[config.mk]
export PLATFORM = sky130hd
export DESIGN_NAME = buffer_pool_pin_manager_flat
export DESIGN_NICKNAME = d
export VERILOG_FILES = /design/src/rtl/core/bppm_pkg.sv /design/src/rtl/core/bppm_req_if.sv /design/src/rtl/core/bppm_rsp_if.sv /design/src/rtl/core/bppm_slot_store.sv /design/src/rtl/core/bppm_out_stage.sv /design/src/rtl/core/bppm_seq.sv /design/src/rtl/core/buffer_pool_pin_manager.sv /design/src/flat_wrapper.sv
export SDC_FILE = /design/constraint.sdc
export NUM_CORES = 1
export LEC_CHECK = 0
export BUFFER_PORTS_ARGS = -buffer_cell sky130_fd_sc_hd__buf_2
export CAP_MARGIN = 20
export CORE_MARGIN = 3
export CORE_UTILIZATION = 39
export DETAILED_ROUTE_END_ITERATION = 10
export GPL_TIMING_DRIVEN = 0
export PLACE_DENSITY_LB_ADDON = 0.3
export SETUP_SLACK_MARGIN = 0.05
export SLEW_MARGIN = 40
export SYNTH_ARGS = -nofsm -noshare
export SYNTH_HDL_FRONTEND = slang
export SYNTH_HIERARCHICAL = 1
export SYNTH_SLANG_ARGS = --single-unit
export TNS_END_PERCENT = 20
[constraint.sdc]
create_clock -name clk -period 14.1 [get_ports clk]
set_input_delay 2.115 -clock clk [delete_from_list [all_inputs] [get_ports clk]]
set_output_delay 2.115 -clock clk [all_outputs]
set_load 0.01 [all_outputs]
[src/rtl/core/bppm_pkg.sv]
// ----------------------------------------------------------------------------
// bppm_pkg
// Types, codes and sizes shared by the buffer pool pin manager.
// ----------------------------------------------------------------------------
package bppm_pkg;

	// Pool size, clamped to what a four-bit slot index can address.
	localparam int POOL_SLOTS = 16;
	localparam int NSLOTS     = (POOL_SLOTS > 16) ? 16 : ((POOL_SLOTS < 1) ? 1 : POOL_SLOTS);
	localparam int IDX_W      = (NSLOTS > 1) ? $clog2(NSLOTS) : 1;

	// Field widths of the channel payloads.
	localparam int CMD_W   = 3;
	localparam int BLOCK_W = 32;
	localparam int SLOT_W  = 4;
	localparam int STAT_W  = 3;
	localparam int PINS_W  = 8;

	// Command codes.
	localparam logic [CMD_W-1:0] CMD_REQUEST = 3'd0;
	localparam logic [CMD_W-1:0] CMD_RELEASE = 3'd1;
	localparam logic [CMD_W-1:0] CMD_MARK    = 3'd2;
	localparam logic [CMD_W-1:0] CMD_CLEAR   = 3'd3;
	localparam logic [CMD_W-1:0] CMD_FLUSH   = 3'd4;

	// Status codes.
	localparam logic [STAT_W-1:0] ST_HIT       = 3'd0;
	localparam logic [STAT_W-1:0] ST_LOADED    = 3'd1;
	localparam logic [STAT_W-1:0] ST_NO_FREE   = 3'd2;
	localparam logic [STAT_W-1:0] ST_RELEASED  = 3'd3;
	localparam logic [STAT_W-1:0] ST_UNDERFLOW = 3'd4;
	localparam logic [STAT_W-1:0] ST_MARKED    = 3'd5;
	localparam logic [STAT_W-1:0] ST_CLEARED   = 3'd6;
	localparam logic [STAT_W-1:0] ST_FLUSH     = 3'd7;

	localparam logic [PINS_W-1:0] PINS_MAX = '1;

	// One slot of the pool.
	typedef struct packed {
		logic               valid;
		logic [BLOCK_W-1:0] block;
		logic [PINS_W-1:0]  pins;
		logic               dirty;
	} slot_entry_t;

	// Write and clear control from the sequencer to the slot store.
	typedef struct packed {
		logic             we;
		logic             clr;
		logic [IDX_W-1:0] addr;
		slot_entry_t      entry;
	} store_wr_t;

	// One result beat.
	typedef struct packed {
		logic [STAT_W-1:0]  status;
		logic [SLOT_W-1:0]  slot_index;
		logic               write_back;
		logic [BLOCK_W-1:0] write_back_block;
		logic               load_needed;
		logic [PINS_W-1:0]  pin_count;
		logic               last;
	} result_t;

endpackage

[src/rtl/core/bppm_req_if.sv]
// ----------------------------------------------------------------------------
// bppm_req_if
// Command channel: one beat carries a command, a block id and a slot.
// ----------------------------------------------------------------------------
interface bppm_req_if;
	logic                          valid;
	logic                          ready;
	logic [bppm_pkg::CMD_W-1:0]    command;
	logic [bppm_pkg::BLOCK_W-1:0]  block_id;
	logic [bppm_pkg::SLOT_W-1:0]   slot;

	modport source (output valid, output command, output block_id, output slot, input ready);
	modport sink   (input valid, input command, input block_id, input slot, output ready);
endinterface

[src/rtl/core/bppm_rsp_if.sv]
// ----------------------------------------------------------------------------
// bppm_rsp_if
// Result channel: one beat carries one result of a command.
// ----------------------------------------------------------------------------
interface bppm_rsp_if;
	logic                          valid;
	logic                          ready;
	logic [bppm_pkg::STAT_W-1:0]   status;
	logic [bppm_pkg::SLOT_W-1:0]   slot_index;
	logic                          write_back;
	logic [bppm_pkg::BLOCK_W-1:0]  write_back_block;
	logic                          load_needed;
	logic [bppm_pkg::PINS_W-1:0]   pin_count;
	logic                          last;

	modport source (output valid, output status, output slot_index, output write_back,
		output write_back_block, output load_needed, output pin_count, output last,
		input ready);
	modport sink   (input valid, input status, input slot_index, input write_back,
		input write_back_block, input load_needed, input pin_count, input last,
		output ready);
endinterface

[src/rtl/core/bppm_slot_store.sv]
// ----------------------------------------------------------------------------
// bppm_slot_store
// Slot state of the pool with one read port, one write port and a clear.
// ----------------------------------------------------------------------------
module bppm_slot_store (
	input  logic                    clk,
	input  logic                    arst_n,
	input  logic [bppm_pkg::IDX_W-1:0] rd_addr,
	output bppm_pkg::slot_entry_t   rd_entry,
	input  bppm_pkg::store_wr_t     wr
);

	logic                          valid_q [bppm_pkg::NSLOTS];
	logic [bppm_pkg::BLOCK_W-1:0]  block_q [bppm_pkg::NSLOTS];
	logic [bppm_pkg::PINS_W-1:0]   pins_q  [bppm_pkg::NSLOTS];
	logic                          dirty_q [bppm_pkg::NSLOTS];

	// Control marks: reset and clear empty every slot at once.
	always_ff @(posedge clk or negedge arst_n) begin
		if (!arst_n) begin
			for (int i = 0; i < bppm_pkg::NSLOTS; i++) begin
				valid_q[i] <= 1'b0;
				pins_q[i]  <= '0;
				dirty_q[i] <= 1'b0;
			end
		end else if (wr.clr) begin
			for (int i = 0; i < bppm_pkg::NSLOTS; i++) begin
				valid_q[i] <= 1'b0;
				pins_q[i]  <= '0;
				dirty_q[i] <= 1'b0;
			end
		end else if (wr.we) begin
			valid_q[wr.addr] <= wr.entry.valid;
			pins_q[wr.addr]  <= wr.entry.pins;
			dirty_q[wr.addr] <= wr.entry.dirty;
		end
	end

	// Block ids are only looked at while the slot is valid, so they keep no reset.
	always_ff @(posedge clk) begin
		if (wr.we && !wr.clr) begin
			block_q[wr.addr] <= wr.entry.block;
		end
	end

	// Single read port, addressed by the sequencer.
	always_comb begin
		rd_entry.valid = valid_q[rd_addr];
		rd_entry.block = block_q[rd_addr];
		rd_entry.pins  = pins_q[rd_addr];
		rd_entry.dirty = dirty_q[rd_addr];
	end

endmodule

[src/rtl/core/bppm_out_stage.sv]
// ----------------------------------------------------------------------------
// bppm_out_stage
// Output register that holds one result beat until the sink takes it.
// ----------------------------------------------------------------------------
module bppm_out_stage (
	input  logic               clk,
	input  logic               arst_n,
	input  logic               load,
	input  bppm_pkg::result_t  res,
	output logic               out_free,
	bppm_rsp_if.source         rsp
);

	logic               valid_q;
	bppm_pkg::result_t  data_q;

	// The register may be refilled in the same cycle as its beat leaves.
	assign out_free = !valid_q || rsp.ready;

	always_ff @(posedge clk or negedge arst_n) begin
		if (!arst_n) begin
			valid_q <= 1'b0;
		end else if (load) begin
			valid_q <= 1'b1;
		end else if (rsp.ready) begin
			valid_q <= 1'b0;
		end
	end

	always_ff @(posedge clk) begin
		if (load) begin
			data_q <= res;
		end
	end

	assign rsp.valid            = valid_q;
	assign rsp.status           = data_q.status;
	assign rsp.slot_index       = data_q.slot_index;
	assign rsp.write_back       = data_q.write_back;
	assign rsp.write_back_block = data_q.write_back_block;
	assign rsp.load_needed      = data_q.load_needed;
	assign rsp.pin_count        = data_q.pin_count;
	assign rsp.last             = data_q.last;

endmodule

[src/rtl/core/bppm_seq.sv]
// ----------------------------------------------------------------------------
// bppm_seq
// Sequencer that walks the slot store one slot a cycle, but for flush stalls,
// through a shared block id comparator, and builds the result beats.
// ----------------------------------------------------------------------------
module bppm_seq (
	input  logic                       clk,
	input  logic                       arst_n,
	bppm_req_if.sink                   req,
	output logic [bppm_pkg::IDX_W-1:0] rd_addr,
	input  bppm_pkg::slot_entry_t      rd_entry,
	output bppm_pkg::store_wr_t        wr,
	input  logic                       out_free,
	output logic                       emit,
	output bppm_pkg::result_t          res
);

	localparam logic [2:0] S_IDLE  = 3'd0;
	localparam logic [2:0] S_SCAN  = 3'd1;
	localparam logic [2:0] S_GRANT = 3'd2;
	localparam logic [2:0] S_EXEC  = 3'd3;
	localparam logic [2:0] S_FLUSH = 3'd4;
	localparam logic [2:0] S_FDONE = 3'd5;

	localparam logic [bppm_pkg::IDX_W-1:0] LAST_IDX = bppm_pkg::IDX_W'(bppm_pkg::NSLOTS - 1);

	logic [2:0]                     state_q;
	logic [bppm_pkg::CMD_W-1:0]     cmd_q;
	logic [bppm_pkg::BLOCK_W-1:0]   bid_q;
	logic [bppm_pkg::SLOT_W-1:0]    slot_q;
	logic [bppm_pkg::IDX_W-1:0]     idx_q;
	logic                           hit_q;
	logic                           inv_q;
	logic                           unp_q;
	logic [bppm_pkg::IDX_W-1:0]     hit_idx_q;
	logic [bppm_pkg::IDX_W-1:0]     inv_idx_q;
	logic [bppm_pkg::IDX_W-1:0]     unp_idx_q;

	logic                           match;
	logic                           scan_last;
	logic                           slot_ok;
	logic                           flush_item;
	logic [bppm_pkg::IDX_W-1:0]     grant_idx;
	logic [bppm_pkg::PINS_W-1:0]    pin_inc;
	logic                           wb;

	assign req.ready = (state_q == S_IDLE);

	// Shared compare unit and the small decisions around it.
	assign match      = rd_entry.valid && (rd_entry.block == bid_q);
	assign scan_last  = (idx_q == LAST_IDX);
	assign slot_ok    = ({1'b0, slot_q} < 5'(bppm_pkg::NSLOTS));
	assign flush_item = rd_entry.valid && rd_entry.dirty;
	assign pin_inc    = (rd_entry.pins == bppm_pkg::PINS_MAX) ? rd_entry.pins
		: rd_entry.pins + 8'd1;
	assign wb         = rd_entry.valid && rd_entry.dirty;

	// A hit wins, then the first invalid slot, then the first unpinned one.
	always_comb begin
		if (hit_q) begin
			grant_idx = hit_idx_q;
		end else if (inv_q) begin
			grant_idx = inv_idx_q;
		end else begin
			grant_idx = unp_idx_q;
		end
	end

	// Read address of the slot store.
	always_comb begin
		case (state_q)
			S_GRANT: rd_addr = grant_idx;
			S_EXEC:  rd_addr = slot_q[bppm_pkg::IDX_W-1:0];
			default: rd_addr = idx_q;
		endcase
	end

	// Sequencer state and scan bookkeeping.
	always_ff @(posedge clk or negedge arst_n) begin
		if (!arst_n) begin
			state_q   <= S_IDLE;
			idx_q     <= '0;
			hit_q     <= 1'b0;
			inv_q     <= 1'b0;
			unp_q     <= 1'b0;
		end else begin
			case (state_q)
				S_IDLE: begin
					if (req.valid) begin
						idx_q <= '0;
						hit_q <= 1'b0;
						inv_q <= 1'b0;
						unp_q <= 1'b0;
						case (req.command)
							bppm_pkg::CMD_REQUEST: state_q <= S_SCAN;
							bppm_pkg::CMD_RELEASE,
							bppm_pkg::CMD_MARK,
							bppm_pkg::CMD_CLEAR:   state_q <= S_EXEC;
							bppm_pkg::CMD_FLUSH:   state_q <= S_FLUSH;
							default:               state_q <= S_IDLE;
						endcase
					end
				end
				S_SCAN: begin
					if (match) begin
						hit_q   <= 1'b1;
						state_q <= S_GRANT;
					end else begin
						if (!rd_entry.valid && !inv_q) begin
							inv_q <= 1'b1;
						end
						if ((rd_entry.pins == '0) && !unp_q) begin
							unp_q <= 1'b1;
						end
						if (scan_last) begin
							state_q <= S_GRANT;
						end else begin
							idx_q <= idx_q + bppm_pkg::IDX_W'(1);
						end
					end
				end
				S_GRANT, S_FDONE: begin
					if (out_free) begin
						state_q <= S_IDLE;
					end
				end
				S_EXEC: begin
					// An out-of-range slot ends release and mark_dirty silently;
					// clear always answers.
					if (out_free || (!slot_ok && cmd_q != bppm_pkg::CMD_CLEAR)) begin
						state_q <= S_IDLE;
					end
				end
				S_FLUSH: begin
					if (!flush_item || out_free) begin
						if (scan_last) begin
							state_q <= S_FDONE;
						end else begin
							idx_q <= idx_q + bppm_pkg::IDX_W'(1);
						end
					end
				end
				default: state_q <= S_IDLE;
			endcase
		end
	end

	// Command payload and the slot indices found by the scan.
	always_ff @(posedge clk) begin
		if (req.valid && req.ready) begin
			cmd_q  <= req.command;
			bid_q  <= req.block_id;
			slot_q <= req.slot;
		end
		if (state_q == S_SCAN) begin
			if (match) begin
				hit_idx_q <= idx_q;
			end
			if (!rd_entry.valid && !inv_q) begin
				inv_idx_q <= idx_q;
			end
			if ((rd_entry.pins == '0) && !unp_q) begin
				unp_idx_q <= idx_q;
			end
		end
	end

	// Slot updates and result beats.
	always_comb begin
		wr       = '0;
		wr.addr  = rd_addr;
		wr.entry = rd_entry;
		emit     = 1'b0;
		res      = '0;
		res.last = 1'b1;
		case (state_q)
			S_GRANT: begin
				if (out_free) begin
					emit           = 1'b1;
					res.slot_index = bppm_pkg::SLOT_W'(grant_idx);
					if (hit_q) begin
						wr.we          = 1'b1;
						wr.entry.pins  = pin_inc;
						res.status     = bppm_pkg::ST_HIT;
						res.pin_count  = pin_inc;
					end else if (inv_q || unp_q) begin
						wr.we                = 1'b1;
						wr.entry.valid       = 1'b1;
						wr.entry.block       = bid_q;
						wr.entry.pins        = pin_inc;
						wr.entry.dirty       = 1'b0;
						res.status           = bppm_pkg::ST_LOADED;
						res.write_back       = wb;
						res.write_back_block = wb ? rd_entry.block : '0;
						res.load_needed      = 1'b1;
						res.pin_count        = pin_inc;
					end else begin
						res.status     = bppm_pkg::ST_NO_FREE;
						res.slot_index = '0;
					end
				end
			end
			S_EXEC: begin
				if (out_free) begin
					case (cmd_q)
						bppm_pkg::CMD_RELEASE: begin
							if (slot_ok) begin
								emit           = 1'b1;
								res.slot_index = slot_q;
								if (rd_entry.pins == '0) begin
									res.status = bppm_pkg::ST_UNDERFLOW;
								end else begin
									wr.we         = 1'b1;
									wr.entry.pins = rd_entry.pins - 8'd1;
									res.status    = bppm_pkg::ST_RELEASED;
									res.pin_count = rd_entry.pins - 8'd1;
								end
							end
						end
						bppm_pkg::CMD_MARK: begin
							if (slot_ok) begin
								emit           = 1'b1;
								wr.we          = 1'b1;
								wr.entry.dirty = 1'b1;
								res.status     = bppm_pkg::ST_MARKED;
								res.slot_index = slot_q;
								res.pin_count  = rd_entry.pins;
							end
						end
						bppm_pkg::CMD_CLEAR: begin
							emit       = 1'b1;
							wr.clr     = 1'b1;
							res.status = bppm_pkg::ST_CLEARED;
						end
						default: begin
							emit = 1'b0;
						end
					endcase
				end
			end
			S_FLUSH: begin
				if (flush_item && out_free) begin
					emit                 = 1'b1;
					wr.we                = 1'b1;
					wr.entry.dirty       = 1'b0;
					res.status           = bppm_pkg::ST_FLUSH;
					res.slot_index       = bppm_pkg::SLOT_W'(idx_q);
					res.write_back       = 1'b1;
					res.write_back_block = rd_entry.block;
					res.pin_count        = rd_entry.pins;
					res.last             = 1'b0;
				end
			end
			S_FDONE: begin
				if (out_free) begin
					emit       = 1'b1;
					res.status = bppm_pkg::ST_FLUSH;
				end
			end
			default: begin
				emit = 1'b0;
			end
		endcase
	end

endmodule

[src/rtl/core/buffer_pool_pin_manager.sv]
// ----------------------------------------------------------------------------
// buffer_pool_pin_manager
// Pin-counting manager for a pool of page slots: lookup, victim choice,
// release, dirty marking, clear and flush.
//
//   Channel  Direction  Beat carries
//   req      in         command, block_id, slot
//   rsp      out        status, slot_index, write_back, write_back_block,
//                       load_needed, pin_count, last
//
// A request is accepted, scans the slots one by one (the scan stops at a hit,
// else covers all 16 slots) and is granted. Release, mark_dirty and clear
// run straight from acceptance; flush walks every slot, with a beat for each
// valid dirty one, then a closing beat. The single read port of the slot
// store and its comparator make the scan and the flush walk go one slot at a
// time. Reset empties every slot at once. The output register holds a beat
// while rsp.ready is low, and the grant and the flush walk wait on it.
// ----------------------------------------------------------------------------
module buffer_pool_pin_manager (
	input  logic       clk,
	input  logic       arst_n,
	bppm_req_if.sink   req,
	bppm_rsp_if.source rsp
);

	logic [bppm_pkg::IDX_W-1:0] rd_addr;
	bppm_pkg::slot_entry_t      rd_entry;
	bppm_pkg::store_wr_t        wr;
	logic                       out_free;
	logic                       emit;
	bppm_pkg::result_t          res;

	// Sequencer with the shared comparator.
	bppm_seq u_seq (
		.clk      (clk),
		.arst_n   (arst_n),
		.req      (req),
		.rd_addr  (rd_addr),
		.rd_entry (rd_entry),
		.wr       (wr),
		.out_free (out_free),
		.emit     (emit),
		.res      (res)
	);

	// Slot state.
	bppm_slot_store u_store (
		.clk      (clk),
		.arst_n   (arst_n),
		.rd_addr  (rd_addr),
		.rd_entry (rd_entry),
		.wr       (wr)
	);

	// Result register.
	bppm_out_stage u_out (
		.clk      (clk),
		.arst_n   (arst_n),
		.load     (emit),
		.res      (res),
		.out_free (out_free),
		.rsp      (rsp)
	);

endmodule

[src/flat_wrapper.sv]
// flat-port wrapper written by rule: the top's interface ports become plain ports
module buffer_pool_pin_manager_flat 
  (clk, arst_n, req_valid, req_command, req_block_id, req_slot, req_ready, rsp_valid, rsp_status, rsp_slot_index, rsp_write_back, rsp_write_back_block, rsp_load_needed, rsp_pin_count, rsp_last, rsp_ready);
  bppm_req_if req_i ();
  bppm_rsp_if rsp_i ();
  input  logic clk;
  input  logic arst_n;
  input wire logic [$bits(req_i.valid)-1:0] req_valid;
  input wire logic [$bits(req_i.command)-1:0] req_command;
  input wire logic [$bits(req_i.block_id)-1:0] req_block_id;
  input wire logic [$bits(req_i.slot)-1:0] req_slot;
  output wire logic [$bits(req_i.ready)-1:0] req_ready;
  output wire logic [$bits(rsp_i.valid)-1:0] rsp_valid;
  output wire logic [$bits(rsp_i.status)-1:0] rsp_status;
  output wire logic [$bits(rsp_i.slot_index)-1:0] rsp_slot_index;
  output wire logic [$bits(rsp_i.write_back)-1:0] rsp_write_back;
  output wire logic [$bits(rsp_i.write_back_block)-1:0] rsp_write_back_block;
  output wire logic [$bits(rsp_i.load_needed)-1:0] rsp_load_needed;
  output wire logic [$bits(rsp_i.pin_count)-1:0] rsp_pin_count;
  output wire logic [$bits(rsp_i.last)-1:0] rsp_last;
  input wire logic [$bits(rsp_i.ready)-1:0] rsp_ready;
  assign req_i.valid = req_valid;
  assign req_i.command = req_command;
  assign req_i.block_id = req_block_id;
  assign req_i.slot = req_slot;
  assign req_ready = req_i.ready;
  assign rsp_valid = rsp_i.valid;
  assign rsp_status = rsp_i.status;
  assign rsp_slot_index = rsp_i.slot_index;
  assign rsp_write_back = rsp_i.write_back;
  assign rsp_write_back_block = rsp_i.write_back_block;
  assign rsp_load_needed = rsp_i.load_needed;
  assign rsp_pin_count = rsp_i.pin_count;
  assign rsp_last = rsp_i.last;
  assign rsp_i.ready = rsp_ready;
  buffer_pool_pin_manager u_core (.clk(clk), .arst_n(arst_n), .req(req_i), .rsp(rsp_i));
endmodule
== Word level (Yosys, flattened, before mapping) ==
Memories as Yosys holds them, arrays and structs flattened.
Index checks and enable logic that the tools add are counted.

* Register bits after elaboration: 272
* Memory bits (writable): 512
* Output and inout bits: 52
* Memories kept: 1

* Add/sub/neg operators: 3
* $lt $le $gt $ge: 2
* Eq/ne operators: 24
* Mux-type cells: 101
* Bitwise operators: 3
* Reduce and logical (&&, ||, !) cells: 38

{| class="wikitable"
|+ Memory list
! memory !! depth !! bits a word !! read ports !! clocked after Yosys merged registers in !! write ports !! line !! RTL
|-
| u_core.u_store.block_q || 16 || 32 || 1 || 0 || 1 || bppm_slot_store.sv:14 || <nowiki>logic [bppm_pkg::BLOCK_W-1:0] block_q [bppm_pkg::NSLOTS];</nowiki>
|}

{| class="wikitable"
|+ Operators by type and width
! cell !! count
|-
| 128-bit two-way mux || 2
|-
| 128-bit bitwise mux || 1
|-
| 42-bit two-way mux || 3
|-
| 8-bit two-way mux || 10
|-
| 33-bit two-way mux || 2
|-
| 33-bit case mux with 2 select lines || 1
|-
| 16-bit two-way mux || 4
|-
| 49-bit two-way mux || 1
|-
| 40-bit two-way mux || 1
|-
| 38-bit two-way mux || 1
|-
| 8-bit binary-select mux with 4-bit select || 1
|-
| 16-bit bitwise mux || 2
|-
| 8-bit demux with 4-bit select || 1
|-
| 32-bit equality test || 1
|-
| 32-bit two-way mux || 1
|-
| 4-bit two-way mux || 8
|-
| 8-bit case mux with 2 select lines || 2
|-
| 1-bit two-way mux || 28
|-
| 3-bit two-way mux || 8
|-
| 3-bit case mux with 4 select lines || 2
|-
| 4-bit case mux with 3 select lines || 2
|-
| 8-bit case mux with 3 select lines || 1
|-
| 3-bit by 2-bit equality test with 1-bit output (second input constant) || 6
|-
| 9-bit two-way mux || 2
|-
| other kinds (35) || 80
|}

== Depth between registers and ports, before layout ==
* Depth after elaboration: 16
* Depth in mapped cells: 25
* Gate-level depth less buffers: 17

== Cells and area by module ==
Netlist, hierarchy kept.

{| class="wikitable"
|+ Modules (own cells, without submodules)
! module !! times used !! cells an instance !! area each (um^2) !! sequential area each (um^2)
|-
| bppm_slot_store || 1 || 1280 || 26235.2 || 19378.6
|-
| bppm_seq || 1 || 497 || 4633.2 || 1781.7
|-
| bppm_out_stage || 1 || 53 || 1549.0 || 1526.5
|}

== Worst setup path before layout ==
OpenSTA, ideal clock, no wires.

* Kind: input to register
* Start point: input port rsp_ready
* End point: register u_core.u_out.valid_q, in the netlist u_core/u_out/rsp.valid
* Library setup time: 0.080 ns
* Data arrival time: 5.525 ns
* Data required time: 14.020 ns
* Slack: 8.496 ns
* Cell stages on the path: 5
* Buffers on the path: 2
* Path through: nand2b_4 -> clkbuf_1 -> clkbuf_1 -> nor2b_1 -> nand2b_2

* Word-level cells in the longest chain between the ends: 5
* Elaborated cells between the ends (all ways): 8
* Those cells by class: 5 x mux; 3 x reduce/logical

{| class="wikitable"
|+ RTL lines
! item !! line !! RTL
|-
| start, declared || flat_wrapper.sv:21 || <nowiki>input wire logic [$bits(rsp_i.ready)-1:0] rsp_ready;</nowiki>
|-
| 1-bit logical OR * || bppm_out_stage.sv:18 || <nowiki>assign out_free = !valid_q || rsp.ready;</nowiki>
|-
| 1-bit logical AND || bppm_seq.sv:242 || <nowiki>if (flush_item && out_free) begin</nowiki>
|-
| 1-bit two-way mux || bppm_seq.sv:242 ||
|-
| 1-bit case mux with 3 select lines * || bppm_seq.sv:176 || <nowiki>case (state_q)</nowiki>
|-
| via u_core.emit || buffer_pool_pin_manager.sv:30 || <nowiki>logic emit;</nowiki>
|-
| 1-bit two-way mux or 2-bit nonzero test (tied branches) || n/a ||
|-
| end signal, assigned || bppm_out_stage.sv:22 || <nowiki>valid_q <= 1'b0;</nowiki>
|-
| end signal, assigned || bppm_out_stage.sv:24 || <nowiki>valid_q <= 1'b1;</nowiki>
|-
| end signal, assigned || bppm_out_stage.sv:26 || <nowiki>valid_q <= 1'b0;</nowiki>
|-
| end, declared || bppm_out_stage.sv:14 || <nowiki>logic valid_q;</nowiki>
|}

Mark *: on every way through the listed nets, which the timed path passes. The rest lies on a longest branch.
A chain may end at the register's enable or synchronous reset.

==> metrics.txt <==
CP required=14.43 ns; setup TNS=0 ns; global-route wire length before repair=130,000 um; Clock Path Buffers=3; fin crit share=54.2%; die footprint=0.0866 mm2; Port Buf Inserts=94; RR Startpoint=u_core/u_seq/state_q[0]; CTS tree=built; pwr/cell area=223 mW/mm2; met2 usage=34.5%; Hold Path Origin=u_core/u_store/pins_q[30]; Die H=294 um; Critical Path Start Type=register; setup violators final=0; Worst slew margin=38.6%; Layout area overhead=16.4%; initial DRC count=2,150; number of max-cap violations=0; worst-path maximum fanout=16; Final Hold Fails=0; Synth warnings=6; Synth Cell Area=0.0324 mm2; post-detail-place hpwl=57,600 um; Post-synth EDFFs=613; Fmax=0.131 GHz; gr ovfl total=0; Worst-Margin Slew=0.918 ns; slowest stage delay, CP=0.71 ns; worst path cell trace=clkbuf_1 > clkbuf_1 > a21oi_1 > o21ai_0 > nor2b_1 > clkbuf_1 > clkbuf_1 > a22oi_1 > nand2_1 > nand2_1 > nor3_4 > nor2_1 > nand3_1 > nand4b_1 > nor2_1 > buf_2 > buf_16 > buf_12; Yosys cell types=78; fraction of registers with async set/reset=21.8%; fin util=45.9%; RSZ-0062 raised after global routing=no; most common cell after layout, fill and taps aside=edfxtp_1; crit path DAT=7.98 ns; clock transition at the registers of the reported paths=0.06 ns; share of cells above drive strength 1=26.8%; CTS Sinks=784; CP Launch Point=u_core/u_seq/state_q[0]; antenna-violating nets left=0; GRT busiest layer=met2; htree depth=3; Final Max Slew Viols=0; TritonCTS buffer count=81; Root Driver=clkbuf_16; total track usage=20.5%; synthesis-stage register bit count=784; number of global-route vias before repair=19,200; Final Skew=0.0340 ns; Clock Latency Late Sink=0.65 ns; DIE WIDTH=294 um; # nets final=2,087; vias=18,900; status=completed; crit path time final=7.65 ns; WL final=89,100 um; Core Region=0.0822 mm2; post_cts resized=0; HP Class=reg2reg; # hold bufs at CTS=0; Synth Net Count=1,878; Rows=105; Synth Instances=1,830; Initial Util=39.4%; CP most frequent cell=clkbuf_1; number of primary I/O pins=95; drt pass-1 iters=8; synthesized area per cell=17.7 um2; met1 usage=27.1%; routed len/inst=28.1 um; Seq/Total Area, Yosys=70.0%; Leak=0.0132 uW; pin count of the biggest net entering global routing=81; GR Layer Usage met3=3.41%; main flop type after synthesis=edfxtp_1; initial antenna violation count=1; DRC errors left=0; gpl congestion=0.866; post-CTS setup buffer count=0; kind of critical path=reg2reg; worst vdd ir=0.000106 V; vias per inst=5.96; Diodes inserted=0; Critical-path top delay cell=nor3_4; element type at the critical path end=register; highest-count cells in the layout ignoring fill and taps=613 x edfxtp_1, 171 x dfrtp_1, 168 x mux4_2
==> worst max-delay path, delay by kind of cell, from the launching register on <==
family | cells | cell delay (ns)
DFF | 1 | 0.49
AOI/OAI and AO/OA | 3 | 0.91
and+or+nand+nor | 8 | 2.91
buffers and inverters | 7 | 3.00
==> flip-flops by register name, summed over array words and instances, names as in the netlist, 4 cells and up <==
name	flops
u_core/u_store/block_q	512
u_core/u_store/pins_q	128
u_core/u_out/rsp.write_back_block	32
u_core/u_seq/bid_q	32
u_core/u_store/dirty_q	16
u_core/u_store/valid_q	16
u_core/u_out/rsp.pin_count	8
u_core/u_out/rsp.slot_index	4
u_core/u_seq/hit_idx_q	4
u_core/u_seq/idx_q	4
u_core/u_seq/inv_idx_q	4
u_core/u_seq/slot_q	4
u_core/u_seq/unp_idx_q	4
==> worst paths after layout <==
kind | depth (start not counted) | end | slack (ns)
worst max-delay path | 18 | u_core/u_store/block_q[11][14] | 6.45
worst min-delay path | 1 | u_core/u_store/pins_q[30] | 0.50
worst max register to register | 18 | u_core/u_store/block_q[11][14] | 6.45
worst min register to register | 1 | u_core/u_store/pins_q[30] | 0.50
max in group asynchronous | 2 | u_core/u_store/dirty_q[3] | 11.97
min in group asynchronous | 1 | u_core/u_store/pins_q[45] | 1.39
==> cells in the mapped netlist (3+ instances only) <==
cell / instances / share of area, %
buf_2: 31 / 0.48
nand4_1: 15 / 0.29
mux2_2: 32 / 1.1
o22ai_1: 6 / 0.12
a21oi_1: 26 / 0.40
xnor2_1: 30 / 0.81
or3_1: 4 / 0.077
clkbuf_1: 52 / 0.60
nand2_1: 80 / 0.93
o2bb2ai_1: 3 / 0.081
nor2b_1: 43 / 0.83
inv_1: 15 / 0.17
a221oi_1: 5 / 0.14
nor3_1: 16 / 0.25
mux4_2: 168 / 12
nor2_1: 40 / 0.46
a31oi_1: 11 / 0.21
o211ai_1: 3 / 0.069
o2111ai_1: 3 / 0.081
a22oi_1: 86 / 2.0
a22o_1: 160 / 4.3
or3b_2: 3 / 0.081
buf_4: 14 / 0.32
and3_1: 5 / 0.096
o21a_1: 6 / 0.14
buf_6: 12 / 0.42
nor3_2: 3 / 0.093
a211oi_1: 4 / 0.093
buf_1: 23 / 0.27
a31oi_2: 3 / 0.12
a21o_1: 3 / 0.069
nand2b_1: 22 / 0.42
dfrtp_1: 171 / 13
ha_1: 5 / 0.19
nor3b_1: 3 / 0.069
o21ai_0: 26 / 0.40
a21oi_2: 11 / 0.30
edfxtp_1: 613 / 57
nor4_1: 6 / 0.12
nand3_1: 15 / 0.23
==> per-stage QoR <==
stage          hold WS, ns  cells  area (um2)  power [uW]  setup slack (ns)
6_report             0.496   3177       37700        8420              6.45
3_3_place_gp         0.478   2994       34200        6220              4.68
3_5_place_dp         0.478   3025       35100        6360              6.68
2_1_floorplan        0.461   1830       32400        5320              8.50
4_1_cts              0.495   3176       37700        8460              6.66
5_1_grt              0.507   3177       37700        8780              6.20
==> cells by family after synthesis <==
kind of cell / count (synthesis) / synth area share (%)
DFF: 784 / 70.0
AOI/OAI and AO/OA: 378 / 9.13
and+or+nand+nor: 282 / 4.74
muxes: 202 / 12.8
buffers and inverters: 148 / 2.27
xor gates and xnor gates: 31 / 0.838
adders and majority gates: 5 / 0.193
==> cell type report <==
| class | instances | area, um2 |
|---|---|---|
| buffer | 132 | 707 |
| clock buffer | 106 | 2190 |
| clock inverter | 45 | 422 |
| fill | 6993 | 44500 |
| inverter | 16 | 62.6 |
| multi-input combinational | 898 | 9050 |
| sequential | 784 | 22700 |
| tap | 1070 | 1340 |
| timing repair buffer | 126 | 1260 |
==> report_power, final <==
group / switching, uW / internal [uW] / total (uW)
Combinational: 1940 / 1040 / 2990
Sequential: 77.0 / 3270 / 3340
Clock: 908 / 1180 / 2090
Total: 2930 / 5490 / 8420
==> routing by layer <==
layer | part of all wire [%] | up-vias
li1 | - | 7864
met1 | 40 | 10000
met2 | 50 | 905
met3 | 7.2 | 162
met4 | 3.2 | 0
met5 | 0 | -
Note: power is estimated with default switching activity, not from simulation.
